$ cat src/rtl/rtc_pkg.sv
`timescale 1ns / 1ps
`default_nettype none
package rtc_pkg;

	localparam logic [1:0] KIND_ENC = 2'd0;
	localparam logic [1:0] KIND_DEC = 2'd1;
	localparam logic [1:0] KIND_ERR = 2'd2;

	localparam logic [1:0] ERR_NONE    = 2'd0;
	localparam logic [1:0] ERR_COUNT   = 2'd1;
	localparam logic [1:0] ERR_TRAILER = 2'd2;

	localparam logic [7:0] CH_DOT   = 8'h2E;
	localparam logic [7:0] CH_COMMA = 8'h2C;
	localparam logic [7:0] CH_ZERO  = 8'h30;
	localparam logic [7:0] CH_ONE   = 8'h31;
	localparam logic [7:0] CH_THREE = 8'h33;
	localparam logic [7:0] CH_NINE  = 8'h39;
	localparam logic [7:0] CH_UA    = 8'h41;
	localparam logic [7:0] CH_UZ    = 8'h5A;
	localparam logic [7:0] CH_LA    = 8'h61;
	localparam logic [7:0] CH_LZ    = 8'h7A;

	typedef struct packed {
		logic [1:0]  kind;
		logic [23:0] data;
		logic        tail;
		logic [1:0]  cnt;
		logic [1:0]  err;
	} job_t;

	function automatic logic [7:0] sym_of(input logic [5:0] v);
		logic [7:0] w;
		w = {2'b00, v};
		if (v == 6'd0) return CH_DOT;
		if (v == 6'd1) return CH_COMMA;
		if (v < 6'd12) return w + (CH_ZERO - 8'd2);
		if (v < 6'd38) return w + (CH_UA - 8'd12);
		return w + (CH_LA - 8'd38);
	endfunction

	function automatic logic [5:0] val_of(input logic [7:0] c);
		logic [7:0] d;
		d = 8'd0;
		if (c == CH_COMMA) d = 8'd1;
		else if (c >= CH_ZERO && c <= CH_NINE) d = c - CH_ZERO + 8'd2;
		else if (c >= CH_UA && c <= CH_UZ) d = c - CH_UA + 8'd12;
		else if (c >= CH_LA && c <= CH_LZ) d = c - CH_LA + 8'd38;
		return d[5:0];
	endfunction

endpackage
`default_nettype wire

$ cat src/rtl/rtc_if.sv
`timescale 1ns / 1ps
`default_nettype none
interface rtc_item_if;
	logic       valid;
	logic       ready;
	logic [7:0] in_byte;
	logic       in_last;
	modport source (output valid, in_byte, in_last, input ready);
	modport sink (input valid, in_byte, in_last, output ready);
endinterface

interface rtc_result_if;
	logic       valid;
	logic       ready;
	logic [7:0] out_byte;
	logic       out_valid;
	logic       out_last;
	logic [1:0] out_error;
	modport source (output valid, out_byte, out_valid, out_last, out_error, input ready);
	modport sink (input valid, out_byte, out_valid, out_last, out_error, output ready);
endinterface

interface rtc_cfg_if;
	logic valid;
	logic ready;
	logic direction;
	modport source (output valid, direction, input ready);
	modport sink (input valid, direction, output ready);
endinterface
`default_nettype wire

$ cat src/rtl/radix64_text_codec.sv
`timescale 1ns / 1ps
`default_nettype none
// The first word of a result appears once its job has passed the job queue into the emit unit.
// Throughput: one result word per cycle from the emit unit while result.ready is high;
// encoding gives 4 words per 3 input words plus a trailer, so 5 words for a one-byte
// object; decoding takes one character per cycle while the job queue has room.
// Input words enter every cycle while the QUEUE_DEPTH-entry job queue has room.
// Reset (arst_n low, asynchronous) selects encode, clears group state, queue and emit unit.
module radix64_text_codec import rtc_pkg::*; #(
	parameter int QUEUE_DEPTH = 4
) (
	input  logic         clk,
	input  logic         arst_n,
	rtc_cfg_if.sink      cfg,
	rtc_item_if.sink     item,
	rtc_result_if.source result
);

	logic push, pop, full, empty;
	job_t wr_job, head;

	rtc_front u_front (
		.clk    (clk),
		.arst_n (arst_n),
		.item   (item),
		.cfg    (cfg),
		.full   (full),
		.push   (push),
		.job    (wr_job)
	);

	rtc_fifo #(.DEPTH(QUEUE_DEPTH)) u_fifo (
		.clk    (clk),
		.arst_n (arst_n),
		.push   (push),
		.wr_job (wr_job),
		.pop    (pop),
		.head   (head),
		.full   (full),
		.empty  (empty)
	);

	rtc_back u_back (
		.clk    (clk),
		.arst_n (arst_n),
		.empty  (empty),
		.head   (head),
		.pop    (pop),
		.result (result)
	);

endmodule
`default_nettype wire

$ cat src/rtl/rtc_front.sv
`timescale 1ns / 1ps
`default_nettype none
module rtc_front import rtc_pkg::*; (
	input  logic         clk,
	input  logic         arst_n,
	rtc_item_if.sink     item,
	rtc_cfg_if.sink      cfg,
	input  logic         full,
	output logic         push,
	output job_t         job
);

	logic        dir_q;
	logic [1:0]  gp_q, gp_d;
	logic [17:0] pb_q, pb_d;
	logic [23:0] held_q, held_d;
	logic        pend_q, pend_d;
	logic        job_ok;
	logic        accept;
	logic        cfg_wr;
	logic [15:0] pb_enc;
	logic [1:0]  gp_inc;
	logic [5:0]  sym;

	assign cfg.ready  = 1'b1;
	assign item.ready = !full;
	assign accept     = item.valid && item.ready;
	assign cfg_wr     = cfg.valid && cfg.ready;
	assign push       = accept && job_ok;

	always_comb begin
		gp_d     = gp_q;
		pb_d     = pb_q;
		held_d   = held_q;
		pend_d   = pend_q;
		job_ok   = 1'b0;
		job.kind = KIND_ENC;
		job.data = 24'h0;
		job.tail = 1'b0;
		job.cnt  = 2'd0;
		job.err  = ERR_NONE;
		pb_enc   = {pb_q[7:0], item.in_byte};
		gp_inc   = gp_q + 2'd1;
		sym      = val_of(item.in_byte);
		if (!dir_q) begin
			if (gp_q >= 2'd2) begin
				job_ok   = 1'b1;
				job.data = {pb_q[15:0], item.in_byte};
				job.tail = item.in_last;
				job.cnt  = 2'd3;
				gp_d     = 2'd0;
				pb_d     = 18'h0;
				if (item.in_last) begin
					held_d = 24'h0;
					pend_d = 1'b0;
				end
			end else begin
				gp_d = gp_inc;
				pb_d = {2'b00, pb_enc};
				if (item.in_last) begin
					job_ok   = 1'b1;
					job.tail = 1'b1;
					job.cnt  = gp_inc;
					job.data = (gp_inc == 2'd1) ? {pb_enc[7:0], 16'h0} : {pb_enc, 8'h0};
					gp_d     = 2'd0;
					pb_d     = 18'h0;
					held_d   = 24'h0;
					pend_d   = 1'b0;
				end
			end
		end else if (item.in_last) begin
			job_ok = 1'b1;
			if (gp_q != 2'd0 || !pend_q) begin
				job.kind = KIND_ERR;
				job.err  = ERR_COUNT;
			end else if (item.in_byte < CH_ONE || item.in_byte > CH_THREE) begin
				job.kind = KIND_ERR;
				job.err  = ERR_TRAILER;
			end else begin
				job.kind = KIND_DEC;
				job.data = held_q;
				job.tail = 1'b1;
				job.cnt  = item.in_byte[1:0];
			end
			gp_d   = 2'd0;
			pb_d   = 18'h0;
			held_d = 24'h0;
			pend_d = 1'b0;
		end else if (gp_q == 2'd3) begin
			job_ok   = pend_q;
			job.kind = KIND_DEC;
			job.data = held_q;
			job.cnt  = 2'd3;
			held_d   = {pb_q, sym};
			pend_d   = 1'b1;
			gp_d     = 2'd0;
			pb_d     = 18'h0;
		end else begin
			pb_d = {pb_q[11:0], sym};
			gp_d = gp_inc;
		end
	end

	always_ff @(posedge clk or negedge arst_n) begin
		if (!arst_n) begin
			dir_q  <= 1'b0;
			gp_q   <= 2'd0;
			pb_q   <= 18'h0;
			held_q <= 24'h0;
			pend_q <= 1'b0;
		end else if (cfg_wr) begin
			dir_q  <= cfg.direction;
			gp_q   <= 2'd0;
			pb_q   <= 18'h0;
			held_q <= 24'h0;
			pend_q <= 1'b0;
		end else if (accept) begin
			gp_q   <= gp_d;
			pb_q   <= pb_d;
			held_q <= held_d;
			pend_q <= pend_d;
		end
	end

endmodule
`default_nettype wire

$ cat src/rtl/rtc_fifo.sv
`timescale 1ns / 1ps
`default_nettype none
module rtc_fifo import rtc_pkg::*; #(
	parameter int DEPTH = 4
) (
	input  logic clk,
	input  logic arst_n,
	input  logic push,
	input  job_t wr_job,
	input  logic pop,
	output job_t head,
	output logic full,
	output logic empty
);

	localparam int PTR_W = (DEPTH > 1) ? $clog2(DEPTH) : 1;
	localparam int CNT_W = $clog2(DEPTH + 1);
	localparam logic [PTR_W-1:0] LAST_PTR = PTR_W'(DEPTH - 1);
	localparam logic [CNT_W-1:0] FULL_CNT = CNT_W'(DEPTH);

	job_t             mem_q [DEPTH];
	logic [PTR_W-1:0] wr_q, rd_q;
	logic [CNT_W-1:0] cnt_q;

	assign full  = cnt_q == FULL_CNT;
	assign empty = cnt_q == '0;
	assign head  = mem_q[rd_q];

	always_ff @(posedge clk) begin
		if (push) begin
			mem_q[wr_q] <= wr_job;
		end
	end

	always_ff @(posedge clk or negedge arst_n) begin
		if (!arst_n) begin
			wr_q  <= '0;
			rd_q  <= '0;
			cnt_q <= '0;
		end else begin
			if (push) begin
				wr_q <= (wr_q == LAST_PTR) ? '0 : wr_q + PTR_W'(1);
			end
			if (pop) begin
				rd_q <= (rd_q == LAST_PTR) ? '0 : rd_q + PTR_W'(1);
			end
			if (push && !pop) begin
				cnt_q <= cnt_q + CNT_W'(1);
			end else if (pop && !push) begin
				cnt_q <= cnt_q - CNT_W'(1);
			end
		end
	end

endmodule
`default_nettype wire

$ cat src/rtl/rtc_back.sv
`timescale 1ns / 1ps
`default_nettype none
module rtc_back import rtc_pkg::*; (
	input  logic          clk,
	input  logic          arst_n,
	input  logic          empty,
	input  job_t          head,
	output logic          pop,
	rtc_result_if.source  result
);

	job_t       cur_q;
	logic       busy_q;
	logic [2:0] idx_q;
	logic [2:0] fin;
	logic       is_final;
	logic       fire;
	logic [5:0] six;

	always_comb begin
		case (cur_q.kind)
			KIND_ENC: fin = cur_q.tail ? 3'd4 : 3'd3;
			KIND_DEC: fin = {1'b0, cur_q.cnt - 2'd1};
			default:  fin = 3'd0;
		endcase
	end

	assign is_final     = idx_q == fin;
	assign result.valid = busy_q;
	assign fire         = result.valid && result.ready;
	assign pop          = !empty && (!busy_q || (fire && is_final));

	always_comb begin
		case (idx_q[1:0])
			2'd0:    six = cur_q.data[23:18];
			2'd1:    six = cur_q.data[17:12];
			2'd2:    six = cur_q.data[11:6];
			default: six = cur_q.data[5:0];
		endcase
		result.out_byte  = 8'h0;
		result.out_valid = 1'b1;
		result.out_last  = 1'b0;
		result.out_error = ERR_NONE;
		case (cur_q.kind)
			KIND_ENC: begin
				result.out_byte = idx_q[2] ? CH_ZERO + {6'b0, cur_q.cnt} : sym_of(six);
				result.out_last = idx_q[2];
			end
			KIND_DEC: begin
				case (idx_q[1:0])
					2'd0:    result.out_byte = cur_q.data[23:16];
					2'd1:    result.out_byte = cur_q.data[15:8];
					default: result.out_byte = cur_q.data[7:0];
				endcase
				result.out_last = cur_q.tail && is_final;
			end
			default: begin
				result.out_valid = 1'b0;
				result.out_last  = 1'b1;
				result.out_error = cur_q.err;
			end
		endcase
	end

	always_ff @(posedge clk) begin
		if (pop) begin
			cur_q <= head;
		end
	end

	always_ff @(posedge clk or negedge arst_n) begin
		if (!arst_n) begin
			busy_q <= 1'b0;
			idx_q  <= 3'd0;
		end else if (pop) begin
			busy_q <= 1'b1;
			idx_q  <= 3'd0;
		end else if (fire && is_final) begin
			busy_q <= 1'b0;
		end else if (fire) begin
			idx_q <= idx_q + 3'd1;
		end
	end

`ifndef SYNTH
	a_bare_is_error: assert property (@(posedge clk) disable iff (!arst_n)
		result.valid && !result.out_valid |-> result.out_last && result.out_error != ERR_NONE)
		else $error("bare word without error code");
	a_data_no_error: assert property (@(posedge clk) disable iff (!arst_n)
		result.valid && result.out_valid |-> result.out_error == ERR_NONE)
		else $error("data word carries error code");
	a_idx_bound: assert property (@(posedge clk) disable iff (!arst_n)
		busy_q |-> idx_q <= fin)
		else $error("word index past end of job");
	a_last_ends_job: assert property (@(posedge clk) disable iff (!arst_n)
		fire && result.out_last |-> is_final)
		else $error("last word before end of job");
`endif

endmodule
`default_nettype wire
$ cat src/flat_wrapper.sv
// flat-port wrapper written by rule: the top's interface ports become plain ports
module radix64_text_codec_flat import rtc_pkg::*;
#(
	parameter int QUEUE_DEPTH = 4
)
  (clk, arst_n, cfg_valid, cfg_direction, cfg_ready, item_valid, item_in_byte, item_in_last, item_ready, result_valid, result_out_byte, result_out_valid, result_out_last, result_out_error, result_ready);
  rtc_cfg_if cfg_i ();
  rtc_item_if item_i ();
  rtc_result_if result_i ();
  input  logic clk;
  input  logic arst_n;
  input wire logic [$bits(cfg_i.valid)-1:0] cfg_valid;
  input wire logic [$bits(cfg_i.direction)-1:0] cfg_direction;
  output wire logic [$bits(cfg_i.ready)-1:0] cfg_ready;
  input wire logic [$bits(item_i.valid)-1:0] item_valid;
  input wire logic [$bits(item_i.in_byte)-1:0] item_in_byte;
  input wire logic [$bits(item_i.in_last)-1:0] item_in_last;
  output wire logic [$bits(item_i.ready)-1:0] item_ready;
  output wire logic [$bits(result_i.valid)-1:0] result_valid;
  output wire logic [$bits(result_i.out_byte)-1:0] result_out_byte;
  output wire logic [$bits(result_i.out_valid)-1:0] result_out_valid;
  output wire logic [$bits(result_i.out_last)-1:0] result_out_last;
  output wire logic [$bits(result_i.out_error)-1:0] result_out_error;
  input wire logic [$bits(result_i.ready)-1:0] result_ready;
  assign cfg_i.valid = cfg_valid;
  assign cfg_i.direction = cfg_direction;
  assign cfg_ready = cfg_i.ready;
  assign item_i.valid = item_valid;
  assign item_i.in_byte = item_in_byte;
  assign item_i.in_last = item_in_last;
  assign item_ready = item_i.ready;
  assign result_valid = result_i.valid;
  assign result_out_byte = result_i.out_byte;
  assign result_out_valid = result_i.out_valid;
  assign result_out_last = result_i.out_last;
  assign result_out_error = result_i.out_error;
  assign result_i.ready = result_ready;
  radix64_text_codec #(.QUEUE_DEPTH(QUEUE_DEPTH)) u_core (.clk(clk), .arst_n(arst_n), .cfg(cfg_i), .item(item_i), .result(result_i));
endmodule
$ cat config.mk
export PLATFORM = sky130hd
export DESIGN_NAME = radix64_text_codec_flat
export DESIGN_NICKNAME = d
export VERILOG_FILES = /design/src/rtl/rtc_pkg.sv /design/src/rtl/rtc_if.sv /design/src/rtl/radix64_text_codec.sv /design/src/rtl/rtc_front.sv /design/src/rtl/rtc_fifo.sv /design/src/rtl/rtc_back.sv /design/src/flat_wrapper.sv
export SDC_FILE = /design/constraint.sdc
export NUM_CORES = 1
export LEC_CHECK = 0
export BUFFER_PORTS_ARGS = -buffer_cell sky130_fd_sc_hd__buf_2
export CORE_UTILIZATION = 40
export CTS_BUF_LIST = sky130_fd_sc_hd__clkbuf_16
export DETAILED_ROUTE_END_ITERATION = 8
export GPL_ROUTABILITY_DRIVEN = 0
export PLACE_DENSITY = 0.54
export SYNTH_ARGS = -nofsm -noshare
export SYNTH_HDL_FRONTEND = slang
export SYNTH_SLANG_ARGS = --single-unit
$ cat constraint.sdc
create_clock -name clk -period 4.18 [get_ports clk]
set_input_delay 0.209 -clock clk [delete_from_list [all_inputs] [get_ports clk]]
set_output_delay 0.209 -clock clk [all_outputs]
set_load 0.005 [all_outputs]
Yosys cells after proc, flatten, opt, wreduce, memory -nomap -nowiden
Memory sizes are Yosys's and may differ from the RTL's. A register that Yosys moved wholly into a read port is not among the register bits.
Index checks and enable logic that the tools add are counted.
{"block": "op_classes", "n_addsub": 17, "n_lt_le_gt_ge": 11, "n_eq_ne": 12, "n_mux": 95, "n_reduce_logical": 34}
{"operator": "$mux W24", "count": 7}
{"operator": "$mux W27", "count": 5}
{"operator": "$mux W18", "count": 5}
{"operator": "$mux W8", "count": 9}
{"operator": "$mux W2", "count": 19}
{"operator": "$mux W16", "count": 2}
{"operator": "$pmux W8 S2", "count": 2}
{"operator": "$mux W1", "count": 31}
{"operator": "$mux W26", "count": 1}
{"operator": "$mux W25", "count": 1}
{"operator": "$mux W6", "count": 4}
{"operator": "$add A6 B6 Y7 const B", "count": 3}
{"operator": "$mux W3", "count": 6}
{"operator": "$pmux W6 S3", "count": 1}
{"operator": "$ge A8 B7 Y1 const B", "count": 2}
{"operator": "$le A8 B7 Y1 const B", "count": 2}
{"operator": "$sub A6 B6 Y6 const B", "count": 2}
{"operator": "$logic_and A1 B1 Y1", "count": 11}
{"operator": "$reduce_bool A2 Y1", "count": 5}
{"operator": "$eq A2 B2 Y1 const B", "count": 4}
{"operator": "$eq A8 B6 Y1 const B", "count": 1}
{"operator": "$ge A8 B6 Y1 const B", "count": 1}
{"operator": "$gt A8 B6 Y1 const B", "count": 1}
{"operator": "$le A8 B6 Y1 const B", "count": 1}
{"operator": "other kinds (29)", "count": 43}
{"block": "word_totals", "reg_bits": 57, "ramBits": 124, "inputBits": 15, "output_inout_bits": 15, "elab_cells": 180, "memories": 1}
{"name": "u_core.u_fifo.mem_q", "words": 4, "word_bits": 31, "rd": 1, "rd_clocked_by_memory_dff": 1, "wr": 1, "line_no": "rtc_fifo.sv:21", "source": "job_t mem_q [DEPTH];"}

Longest topological paths before layout
{"block": "logic_depth", "ltp_word": 20, "ltp_mapped": 14, "ltp_nobuf": 13}

Hierarchy
From an unflattened synthesis, not the netlist that was laid out.
{"block": "hier_totals", "hier_cells": 722, "hier_area_um2": 9943.3}
{"mod": "rtc_fifo", "n_inst": 1, "cells_each": 199, "area_per_inst_um2": 4931.0, "seq_area_each_um2": 3898.7}
{"mod": "rtc_front", "n_inst": 1, "cells_each": 334, "area_per_inst_um2": 2955.3, "seq_area_each_um2": 1151.1}
{"mod": "rtc_back", "n_inst": 1, "cells_each": 189, "area_per_inst_um2": 2057.0, "seq_area_each_um2": 1031.0}

Worst setup path after synthesis
No wires, ideal clock.
{"block": "synth_timing", "kind": "register to register", "from": "reg, netlist name u_core.u_back.cur_q[29]", "to": "reg u_core.u_fifo.cnt_q[1]", "setup_time_ns": 0.125, "arrival_time_ns": 3.539, "required_time_ns": 4.055, "path_slack_ns": 0.517, "stages_incl_launch_ff": 10, "n_path_buf": 0, "synth_period_minus_slack_ns": 3.663, "path_cell_list": "edfxtp_1 or4b_2 a41oi_2 o221ai_2 a21oi_2 inv_1 ha_1 inv_1 fa_1 mux2_2"}
{"block": "synth_between", "elab_chain_cells": 9, "word_cells_on_any_way": 12, "cone_classes": "eq/ne: 2; mux: 2; reduce/logical: 8"}
{"element": "$eq A2 B1 Y1 / $logic_not A2 Y1 (equally long branches)", "line_no": "rtc_back.sv:21", "source": "case (cur_q.kind)"}
{"element": "$pmux W3 S2 (*)", "line_no": "rtc_back.sv:21"}
{"element": "$eq A3 B3 Y1 (*)", "line_no": "rtc_back.sv:28", "source": "assign is_final = idx_q == fin;"}
{"element": "$logic_and A1 B1 Y1 (*)", "line_no": "rtc_back.sv:31", "source": "assign pop = !empty && (!busy_q || (fire && is_final));"}
{"element": "$logic_or A1 B1 Y1 (*)", "line_no": "rtc_back.sv:31"}
{"element": "$logic_and A1 B1 Y1 (*)", "line_no": "rtc_back.sv:31"}
{"element": "via u_core.pop", "line_no": "radix64_text_codec.sv:19", "source": "logic push, pop, full, empty;"}
{"element": "$logic_not A1 Y1", "line_no": "rtc_fifo.sv:47", "source": "if (push && !pop) begin"}
{"element": "$logic_and A1 B1 Y1", "line_no": "rtc_fifo.sv:47"}
{"element": "$mux W3 / $reduce_bool A2 Y1 (equally long branches)"}
{"element": "end signal, assigned", "line_no": "rtc_fifo.sv:48", "source": "cnt_q <= cnt_q + CNT_W'(1);"}
{"element": "end signal, assigned", "line_no": "rtc_fifo.sv:50", "source": "cnt_q <= cnt_q - CNT_W'(1);"}
{"element": "end, declared", "line_no": "rtc_fifo.sv:23", "source": "logic [CNT_W-1:0] cnt_q;"}
Mark *: on every way through the listed nets, which the timed path passes. The rest lies on a longest branch.
A chain may end at the register's enable or synchronous reset.

Worst setup path in the final report
{"block": "layout_timing", "from": "reg u_core.u_back.idx_q[1]", "to": "out result_out_byte[4]"}
{"block": "layout_between", "elab_chain_cells": 14, "word_cells_on_any_way": 35, "cone_classes": "add/sub: 3; order compare: 2; eq/ne: 3; mux: 25; reduce/logical: 2"}
{"element": "start, declared", "line_no": "rtc_back.sv:14", "source": "logic [2:0] idx_q;"}
{"element": "start signal, assigned", "line_no": "rtc_back.sv:81", "source": "idx_q <= idx_q + 3'd1;"}
{"element": "$eq A2 B2 Y1, or another cell as far along", "line_no": "rtc_back.sv:34", "source": "case (idx_q[1:0])"}
{"element": "$pmux W6 S3", "line_no": "rtc_back.sv:34"}
{"element": "$lt A6 B6 Y1", "line_no": "rtc_pkg.sv:38", "source": "if (v < 6'd38) return w + (CH_UA - 8'd12);"}
{"element": "$mux W1 (2 in a row)", "line_no": "rtc_pkg.sv:38"}
{"element": "$mux W1", "line_no": "rtc_pkg.sv:37", "source": "if (v < 6'd12) return w + (CH_ZERO - 8'd2);"}
{"element": "$mux W1", "line_no": "rtc_pkg.sv:36", "source": "if (v == 6'd1) return CH_COMMA;"}
{"element": "$mux W1", "line_no": "rtc_back.sv:44", "source": "case (cur_q.kind)"}
{"element": "$mux W8", "line_no": "rtc_pkg.sv:39", "source": "return w + (CH_LA - 8'd38);"}
{"element": "$mux W8", "line_no": "rtc_pkg.sv:38"}
{"element": "$mux W8", "line_no": "rtc_pkg.sv:37"}
{"element": "$mux W8", "line_no": "rtc_pkg.sv:36"}
{"element": "$mux W8", "line_no": "rtc_back.sv:46", "source": "result.out_byte = idx_q[2] ? CH_ZERO + {6'b0, cur_q.cnt} : sym_of(six);"}
{"element": "$pmux W8 S2 (*)", "line_no": "rtc_back.sv:44"}
{"element": "end, declared", "line_no": "flat_wrapper.sv:20", "source": "output wire logic [$bits(result_i.out_byte)-1:0] result_out_byte;"}
Mark *: on every way between the ends. The rest lies on a longest branch, timed or not. The select of a mux whose other input is x is not followed.

==> metrics.txt <==
Setup Skew=0.0112 ns; Final Hold Vio Count=0; initial antenna violation count=0; share of cells above drive strength 1=18.5%; register area share after synthesis=61.1%; Max Cap Viol=0; most used flip-flop cell after synthesis=edfxtp_1; #FFs+latches synth=212; number of global-route vias before repair=6652; outcome=completed; H-tree depth=1; starting density of the core=40.8%; commonest non-fill, non-tap cell in the layout=edfxtp_1; Cell Area, Synth=9950 um2; EDFF count, synth=155; Critical Path Source Type=register; max-slew violations=0; # clock sinks=212; DR vias=6564; Die Wd=160 um; critical path data required time=3.97 ns; final number of setup-violating endpoints=0; worst r2r path cells=9; PwrDens=651 nW/um2; Max Root-Sink Buffers=3; FFs w/ async S/R, synth=26.9%; Crit. End Element=primary output; GRT Resource Usage Total=18.2%; Hold Path Class=primary input to register; Total Wirelength=22.8 mm; pre-CTS WS=0.0923 ns; Core Area=24400 um2; TritonCTS clock tree=yes; Max Freq=0.244 GHz; row count=57; Tot Pwr=7.34 mW; largest net degree at the start of global routing=58; Clock Pin Slew Worst Setup and Hold Paths=0.06 ns; Mapped Cells=749; Setup TNS Final=0 ns; synth warn=0; P&R area growth vs syn=13.4%; Clk Latency, worst-skew pair=0.50 ns; Netlist cell types=68; Slew @ Worst Pin=1.20 ns; Final Critical Period=4.09 ns; Via density=5.81; dpl hpwl=15.2 mm; Die Ht=160 um; Clk Tree Root Cell=clkbuf_16; Inst Count DP=1074; DR iter-0 viols=593; Synth Area per Inst=13.3 um2; TritonCTS Buffers=23; Area contributors post-synth=edfxtp_1, dfrtp_1, mux4_2; first-pass GRT wire length=36.7 mm; largest fanout on the critical path=15; n_diodes=0; CP arrival=3.88 ns; Hold Path Depth=4; Syn Nets=790; Synth area leader=edfxtp_1; DR pass1 iterations=7; antenna-violating nets left=0; DR DRC count=0; DR WL/cell=20.2 um; Post-Layout Cell Count=1129; commonest non-fill, non-tap cells in the layout=edfxtp_1, nand2_1, dfrtp_1, nor2_1, inv_1; Yosys top cell area share=46.8%; Port Buffers=28; Worst Slack Setup Final=0.0897 ns; max_slew headroom=19.8%; WS Path Type=register to primary output; die area=25500 um2; remaining global-route overflow=0; fin crit share=97.9%; Top Ports=30; Max rail drop VDD=402 uV; Min Hold Slack=0.133 ns; final-stage net count=829; Leak=4.22 nW
==> flip-flops by register name, indices dropped and copies added (netlist names) <==
name and cells:
u_core.u_front.gp_q 2, u_core.u_fifo.wr_q 2, u_core.u_front.pend_q 1, u_core.u_back.result.valid 1
u_core.u_fifo.mem_q 124, u_core.u_front.held_q 24, u_core.u_fifo.rd_q 2, u_core.u_fifo.cnt_q 3
u_core.u_front.pb_q 18, u_core.u_front.dir_q 1, u_core.u_back.idx_q 3, u_core.u_back.cur_q 31
==> what timing repair did <==
| item | in CTS | in global routing |
|---|---|---|
| gates resized for setup | 12 | 7 |
| pin swaps | 2 | 4 |
| hold buffers | 2 | 0 |
| setup endpoints to repair | 4 | 2 |
| hold endpoints to repair | 58 | 0 |
| buffers inserted | 2 | 9 |
==> final cells by class <==
| type | count | area [um2] |
|---|---|---|
| clock buffer | 23 | 576 |
| clock inverter | 19 | 85.1 |
| fill | 2206 | 13100 |
| inverter | 35 | 135 |
| multi-input combinational | 460 | 3630 |
| sequential | 212 | 6090 |
| tap | 324 | 405 |
| timing repair buffer | 56 | 355 |
==> cell families (layout without fill, tap and decap cells) <==
| family | count (synthesis) | in the layout | synth area share [%] |
|---|---|---|---|
| and+or+nand+nor | 201 | 201 | 9.61 |
| xor gates and xnor gates | 8 | 8 | 0.704 |
| buffers and inverters | 77 | 133 | 3.02 |
| adders and majority gates | 26 | 26 | 3.42 |
| DFF | 212 | 212 | 61.1 |
| other | 1 | 1 | 0.0377 |
| muxes | 53 | 53 | 9.46 |
| AOI/OAI and AO/OA | 171 | 171 | 12.6 |
==> per-layer routing <==
metal / global-route usage [%] / wire, um / vias to the layer above
met5: 0 / 0 / -
met4: 6.64 / 715 / 0
met3: 2.39 / 1310 / 62
met2: 30.6 / 11000 / 256
met1: 24.1 / 9780 / 3269
li1: - / - / 2977
==> critical path, stage by stage, from the launching register on <==
cell and delay (ns):
dfrtp_2 0.40, inv_2 0.09, ha_4 0.22, a222oi_1 0.48
nand2_1 0.20, o21ai_4 0.11, nor2_1 0.08, o31a_1 0.31
fa_2 0.39, a21o_1 0.20, a21oi_2 0.22, o32a_1 0.21
o21ai_0 0.08, a221oi_1 0.24, buf_2 0.15
==> Yosys cell counts, drive strengths merged (8+ instances only) <==
cell type,count
a21oi,30
a221o,10
a221oi,11
a222oi,14
a22o,13
a22oi,8
and2,9
buf,15
clkbuf,27
dfrtp,57
edfxtp,155
ha,24
inv,35
mux2,8
mux2i,13
mux4,32
nand2,81
nor2,41
nor3,17
o21ai,38
==> final timing paths <==
kind / startpoint / endpoint / slack (ns)
setup / recovery: u_core.u_back.idx_q[1] / result_out_byte[4] / 0.09
hold / removal: result_ready / u_core.u_back.result.valid / 0.13
setup reg to reg: u_core.u_back.cur_q[29] / u_core.u_fifo.cnt_q[1] / 1.05
hold reg to reg: u_core.u_front.held_q[17] / u_core.u_front.held_q[17] / 0.48
max in group asynchronous: arst_n / u_core.u_fifo.rd_q[0] / 3.25
min in group asynchronous: arst_n / u_core.u_back.result.valid / 0.39
==> stage by stage <==
step / util [%] / instance area [um2]
3_3_place_gp: 42.9 / 10500
5_1_grt: 46.2 / 11300
2_1_floorplan: - / 9950
3_5_place_dp: 42.9 / 10500
6_report: 46.2 / 11300
4_1_cts: 45.9 / 11200
==> power breakdown <==
group	switching (mW)	internal (mW)
registers	0.360	2.65
clock network	0.771	0.996
logic	1.38	1.19
total	2.51	4.83
Note: power is estimated with default switching activity, not from simulation.
